[src/hw/rtl/bir_pkg.sv]
`timescale 1ns / 1ps
// ---------------------------------------------------------------------------
// bir_pkg
// Shared constants for the bilinear resize unit and its divider.
// ---------------------------------------------------------------------------
package bir_pkg;

	localparam int MAX_IN_DIM  = 256;
	localparam int MAX_OUT_DIM = 1024;
	localparam int FRAC_BITS   = 8;

	// coordinate and size widths
	localparam int IN_BITS   = $clog2(MAX_IN_DIM);
	localparam int IDIM_W    = IN_BITS + 1;
	localparam int ODIM_W    = $clog2(MAX_OUT_DIM) + 1;
	localparam int COORD_W   = 10;
	localparam int PIX_W     = 16;
	localparam int CFG_W     = 11;

	// divider: (coord * in_dim) << FRAC_BITS over out_dim
	localparam int DVD_W     = COORD_W + IDIM_W + FRAC_BITS;
	localparam int QUO_W     = IN_BITS + FRAC_BITS;
	localparam int DCNT_W    = $clog2(DVD_W + 1);

	// blend weights and accumulator
	localparam int WGT1_W    = FRAC_BITS + 1;
	localparam int WGT_W     = 2 * FRAC_BITS + 1;
	localparam int ACC_W     = PIX_W + 2 * FRAC_BITS;
	localparam int ADDR_W    = 2 * IN_BITS;

	// register indexes
	localparam logic [1:0] REG_IN_WIDTH   = 2'd0;
	localparam logic [1:0] REG_IN_HEIGHT  = 2'd1;
	localparam logic [1:0] REG_OUT_WIDTH  = 2'd2;
	localparam logic [1:0] REG_OUT_HEIGHT = 2'd3;

	// item modes
	localparam logic MODE_WRITE = 1'b0;
	localparam logic MODE_READ  = 1'b1;

endpackage

[src/hw/rtl/bir_div.sv]
`timescale 1ns / 1ps
// ---------------------------------------------------------------------------
// bir_div
// Restoring divider, one quotient bit per cycle.
// ---------------------------------------------------------------------------
module bir_div
	import bir_pkg::*;
(
	input  logic                clk,
	input  logic                arst_n,
	input  logic                start,
	input  logic [DVD_W-1:0]    dividend,
	input  logic [ODIM_W-1:0]   divisor,
	output logic                done,
	output logic [QUO_W-1:0]    quotient
);

	logic [DVD_W-1:0]  dvd_q;
	logic [ODIM_W-1:0] dsr_q;
	logic [ODIM_W-1:0] rem_q;
	logic [QUO_W-1:0]  quo_q;
	logic [DCNT_W-1:0] cnt_q;
	logic              busy_q;
	logic [ODIM_W:0]   trial;
	logic              fits;

	// trial subtract of the next partial remainder
	assign trial = {rem_q, dvd_q[DVD_W-1]};
	assign fits  = (trial >= {1'b0, dsr_q});

	always_ff @(posedge clk or negedge arst_n) begin
		if (!arst_n) begin
			busy_q <= 1'b0;
			cnt_q  <= '0;
			done   <= 1'b0;
		end else begin
			done <= 1'b0;
			if (start) begin
				busy_q <= 1'b1;
				cnt_q  <= DCNT_W'(DVD_W);
			end else if (busy_q) begin
				cnt_q <= cnt_q - 1'b1;
				if (cnt_q == DCNT_W'(1)) begin
					busy_q <= 1'b0;
					done   <= 1'b1;
				end
			end
		end
	end

	// datapath
	always_ff @(posedge clk) begin
		if (start) begin
			dvd_q <= dividend;
			dsr_q <= divisor;
			rem_q <= '0;
			quo_q <= '0;
		end else if (busy_q) begin
			dvd_q <= {dvd_q[DVD_W-2:0], 1'b0};
			rem_q <= fits ? ODIM_W'(trial - {1'b0, dsr_q}) : ODIM_W'(trial);
			quo_q <= {quo_q[QUO_W-2:0], fits};
		end
	end

	assign quotient = quo_q;

`ifndef ASSERT_OFF
	a_done_after_busy: assert property (@(posedge clk) disable iff (!arst_n)
		done |-> $past(busy_q))
		else $error("divider done without work");
	a_no_restart: assert property (@(posedge clk) disable iff (!arst_n)
		busy_q && cnt_q > DCNT_W'(1) |=> busy_q)
		else $error("divider stopped early");
	a_done_pulse: assert property (@(posedge clk) disable iff (!arst_n)
		done |=> !done)
		else $error("done held");
`endif

endmodule

[config.mk]
export PLATFORM = sky130hd
export DESIGN_NAME = bir_div
export DESIGN_NICKNAME = d
export VERILOG_FILES = /design/src/hw/rtl/bir_pkg.sv /design/src/hw/rtl/bir_div.sv
export SDC_FILE = /design/constraint.sdc
export NUM_CORES = 1
export LEC_CHECK = 0
export BUFFER_PORTS_ARGS = -buffer_cell sky130_fd_sc_hd__buf_2
export CAP_MARGIN = 20
export CORE_MARGIN = 2
export CORE_UTILIZATION = 56
export DETAILED_ROUTE_END_ITERATION = 7
export GPL_TIMING_DRIVEN = 0
export PLACE_DENSITY = 0.8
export SYNTH_ARGS = -nofsm -noshare
export SYNTH_HDL_FRONTEND = slang
export SYNTH_SLANG_ARGS = --single-unit
[constraint.sdc]
create_clock -name clk -period 2.5 [get_ports clk]
set_input_delay 0.75 -clock clk [delete_from_list [all_inputs] [get_ports clk]]
set_output_delay 0.75 -clock clk [all_outputs]
set_load 0.02 [all_outputs]
# After elaboration in Yosys (flattened, before gate mapping)
# Cells that the tools add are included.
# totals
romBits,0
word_cells,23
in_bits,41
mem_bits_rw,0
mem_count,0
latch_bits,0
register_bits,72
# classes
reduce_logical,1
muxes,11
mul,0
eq_ne,1
n_div,0
bitwise_logic,0
n_shift,0
order_cmp,1
addsub,2
# op_table
operator,count
$mux 27,2
$ge 12x11->1,1
$mux 11,1
$sub 11x11->11,1
$mux 5,2
$mux 1,6
$eq 5x1->1 const B,1
$sub 5x1->5 const B,1
$reduce_bool 2->1,1

# Longest topological paths before layout
# depth
ltp_word,4
depth_mapped,10
ltp_nobuf,9

# Worst setup path before layout
# No wires, ideal clock.
# synth_timing
path_kind,reg2reg
startpoint,reg dsr_q[0]
endpoint,reg rem_q[0]
stages_incl_launch_ff,9
path_buffers,0
slack_ps,214
arrival_ps,2207
setup_ps,79
path_cell_list,edfxtp_1 > ha_1 > fa_1 > nand2b_1 > o2bb2ai_1 > a211oi_1 > a211o_1 > mux2_1 > a211oi_2
# synth_via
elab_chain_len,2
# synth_lines
element,line_no,rtl
"start, declared",bir_div.sv:19,logic [ODIM_W-1:0] dsr_q;
"start signal, assigned",bir_div.sv:55,dsr_q <= divisor;
$sub 11x11->11 / $ge 12x11->1 (equally long branches),"bir_div.sv:60, bir_div.sv:29",
$mux 11 (*),bir_div.sv:60,"rem_q <= fits ? ODIM_W'(trial - {1'b0, dsr_q}) : ODIM_W'(trial);"
"end signal, assigned",bir_div.sv:60,
"end, declared",bir_div.sv:20,logic [ODIM_W-1:0] rem_q;
# Every way passes the cells marked *; elsewhere a longest branch is shown, timed or not.
# A chain may end at the register's enable or synchronous reset.

# Worst setup path in the final report
# Ends and elaborated chain as after synthesis.

==> metrics.md <==
| Metric | Value |
|---|---|
| Vias per inst | 5.36 |
| Pwr Total | 0.00322 W |
| Synth warnings | 0 |
| Setup CP Type | reg -> reg |
| Sequential power share | 0.459 |
| Synth async-reset ratio | 0.0972 |
| DR iter-0 viols | 112 |
| FP Rows | 28 |
| Initial antenna violation count | 0 |
| Top cells by area, synth | edfxtp_1 34%, dfxtp_1 16%, mux2_2 8.7% |
| Inst Count DP | 415 |
| Avg WL per Cell | 14.7 um |
| Mapped Avg Cell Area | 11.9 um^2 |
| Max Buffers Root-to-Sink | 2 |
| DRT Pass-1 Iters | 4 |
| Final min period | 2.41 ns |
| Fraction of layout cells with a size suffix above 1 | 0.320 |
| # diodes | 0 |
| Starting Density | 0.574 |
| DIE AREA | 0.00663 mm^2 |
| CTS clk-pin slew, worst paths | 0.08 ns |
| Hold Vio Cnt, Final | 0 |
| Number of setup violations in the final report | 0 |
| Fin crit share | 0.964 |
| Pin count of the biggest net entering global routing | 15 |
| First-pass GRT wire length | 10200 um |
| Worst Tran Pin Value | 0.661 ns |
| Mapped cell area | 0.00336 mm^2 |
| #FFs+latches synth | 72 |
| Hpwl dp | 4350 um |
| Die extent in x | 81.5 um |
| Sequential-to-total area share from yosys stat | 0.553 |
| Cells on worst reg2reg path | 8 |
| Leakage | 1.78 nW |
| Die Span Y | 81.5 um |
| Data required, critical path | 2.77 ns |
| CTS Hold Buffers Added | 0 |
| Mapped Cells | 283 |
| Worst vdd rail ir drop | 0.000459 V |
| Finished Layout Cells | 434 |
| Internal power | 0.00220 W |
| Top-count cell post-synth | edfxtp_1 |
| Top FF cell, synth | edfxtp_1 |
| Max-Slew Margin vs Limit | 0.559 |
| Via total after detailed routing | 2326 |
| IO buf count | 57 |
| Largest area contributor in the netlist | edfxtp_1 |
| Clk_lat worst skew | 0.35 ns |
| Comb power frac | 0.297 |
| Pwr dens | 813 mW/mm^2 |
| Clock Tree Root | clkbuf_8 |
| Most instantiated cells after synthesis | 38 x edfxtp_1, 27 x dfxtp_1, 26 x mux2_2, 26 x nor2_1, 19 x mux2i_1 |
| Post-Route WL | 6360 um |
| Outcome | finished clean |
| CTS buffer count | 9 |
| Final slew viol count | 0 |
| Sink Count | 72 |
| I/O pin cnt | 58 |
| Placed Area | 0.00374 mm^2 |
| Worst Skew | 0.00808 ns |
| GRT Total Usage | 0.209 |
| Routability cong. | 0.904 |
| Final nets | 409 |
| Count of cell types in the netlist | 44 |
| Worst EP arrival | 2.67 ns |
| Crit path launch type | register |
| Clock power frac | 0.244 |
| EDFF count, synth | 38 |
| Setup ws final | 0.0908 ns |
| CP Capture Type | register |
| Gr ovfl total | 0 |
| Core area | 0.00585 mm^2 |
| Crit Path Max Fanout | 5 |
| Switching power | 0.00102 W |
| H-tree depth | 3 |
| Max-cap viol count | 0 |
| Synthesized Nets | 338 |
| DRC | 0 |
| CTS tree | done |
| Switching part of the total | 0.316 |
| Pre-CTS setup slack | -0.484 ns |
| Highest Clock Rate | 0.415 GHz |
| Hold crit path type | in -> async |
| Vias in the first global route | 2235 |
| Layout area overhead | 18.0% |
| Antenna-violating nets left | 0 |
| Final instance area | 0.00397 mm^2 |
| Yosys top cell area share | 0.340 |
## power groups by stage
stage	clock, W	combinational (W)	sequential, W
5_1_grt	0.000850	0.00106	0.00150
3_5_place_dp	0	0.000883	0.00150
3_3_place_gp	0	0.000853	0.00150
2_1_floorplan	0	0.000687	0.00149
4_1_cts	0.000807	0.000896	0.00148
6_report	0.000787	0.000956	0.00148
## repair_timing
item                                    in CTS  in global routing
hold endpoints to repair                     0                  0
resized for setup                            5                  6
endpoints found under the setup margin      36                 25
pin swaps                                    1                  4
buffers inserted                             0                  1
gates cloned                                 1                  1
## cells by family after synthesis
group / share of synthesized area
AOI/OAI and AO/OA: 0.0872
xor gates and xnor gates: 0.0261
adders and majority gates: 0.0544
buffers and inverters: 0.0346
DFF: 0.553
muxes: 0.147
and+or+nand+nor: 0.0979
## final timing paths
kind | startpoint | endpoint | slack, ns
max in group asynchronous | arst_n | done | 2.11
max reg2reg | dsr_q[0] | rem_q[0] | 0.09
min in group clk | quotient[0] | quotient[0] | 0.47
min reg2reg | quotient[0] | quotient[0] | 0.47
max | dsr_q[0] | rem_q[0] | 0.09
min | arst_n | cnt_q[3] | 0.22
## per-stage QoR
stage                     setup TNS [ns]  hold WS (ns)  utilization
after floorplan                        0         0.444            -
after global placement            -12.79         0.453        0.639
after detailed placement          -14.51         0.459        0.639
after CTS                              0         0.216        0.671
after global routing             -0.0528         0.216        0.678
final                                  0         0.224        0.678
## area by class of cell
class	count	area (um^2)
clock buffers	10	128
repair buffers	59	298
inverters	17	67.6
repair inverters	1	7.51
flip-flops and latches	72	1860
plain buffers	12	52.6
well taps	75	93.8
multi-input cells	182	1420
fillers	430	1890
clock inverters	6	37.5
## cells in the final DEF (no fill, tap or decap), types with 8 or more instances in the layout
| cell type | netlist | layout |
|---|---|---|
| buf_2 | 0 | 58 |
| edfxtp_1 | 38 | 38 |
| dfxtp_1 | 27 | 27 |
| mux2_2 | 26 | 26 |
| nor2_1 | 26 | 25 |
| mux2i_1 | 19 | 19 |
| nand2_1 | 18 | 17 |
| inv_1 | 17 | 16 |
| o21ai_0 | 15 | 15 |
| ha_1 | 13 | 12 |
| nand2b_1 | 10 | 9 |
| clkbuf_8 | 0 | 9 |
| xnor2_1 | 8 | 8 |
## metal layers
layer  share of wire  vias up  GRT usage
li1                -     1153          -
met1            0.44     1094      0.266
met2            0.47       66      0.314
met3           0.061       13     0.0659
met4           0.022        0      0.119
met5               0        -          0
## state kept, by name, summed over array words and instances (netlist names)
signal,flops
dvd_q,27
dsr_q,11
busy_q,1
rem_q,11
cnt_q,5
done,1
quotient,16
## critical path: stages, from the launching register on
cell and delay, ns:
edfxtp_1 0.39, ha_2 0.22, fa_2 0.36, nand2b_4 0.16, o2bb2ai_2 0.15, a211oi_2 0.26, a211o_1 0.26, mux2_4 0.33
a211oi_2 0.20
Note: power is estimated with default switching activity, not from simulation.
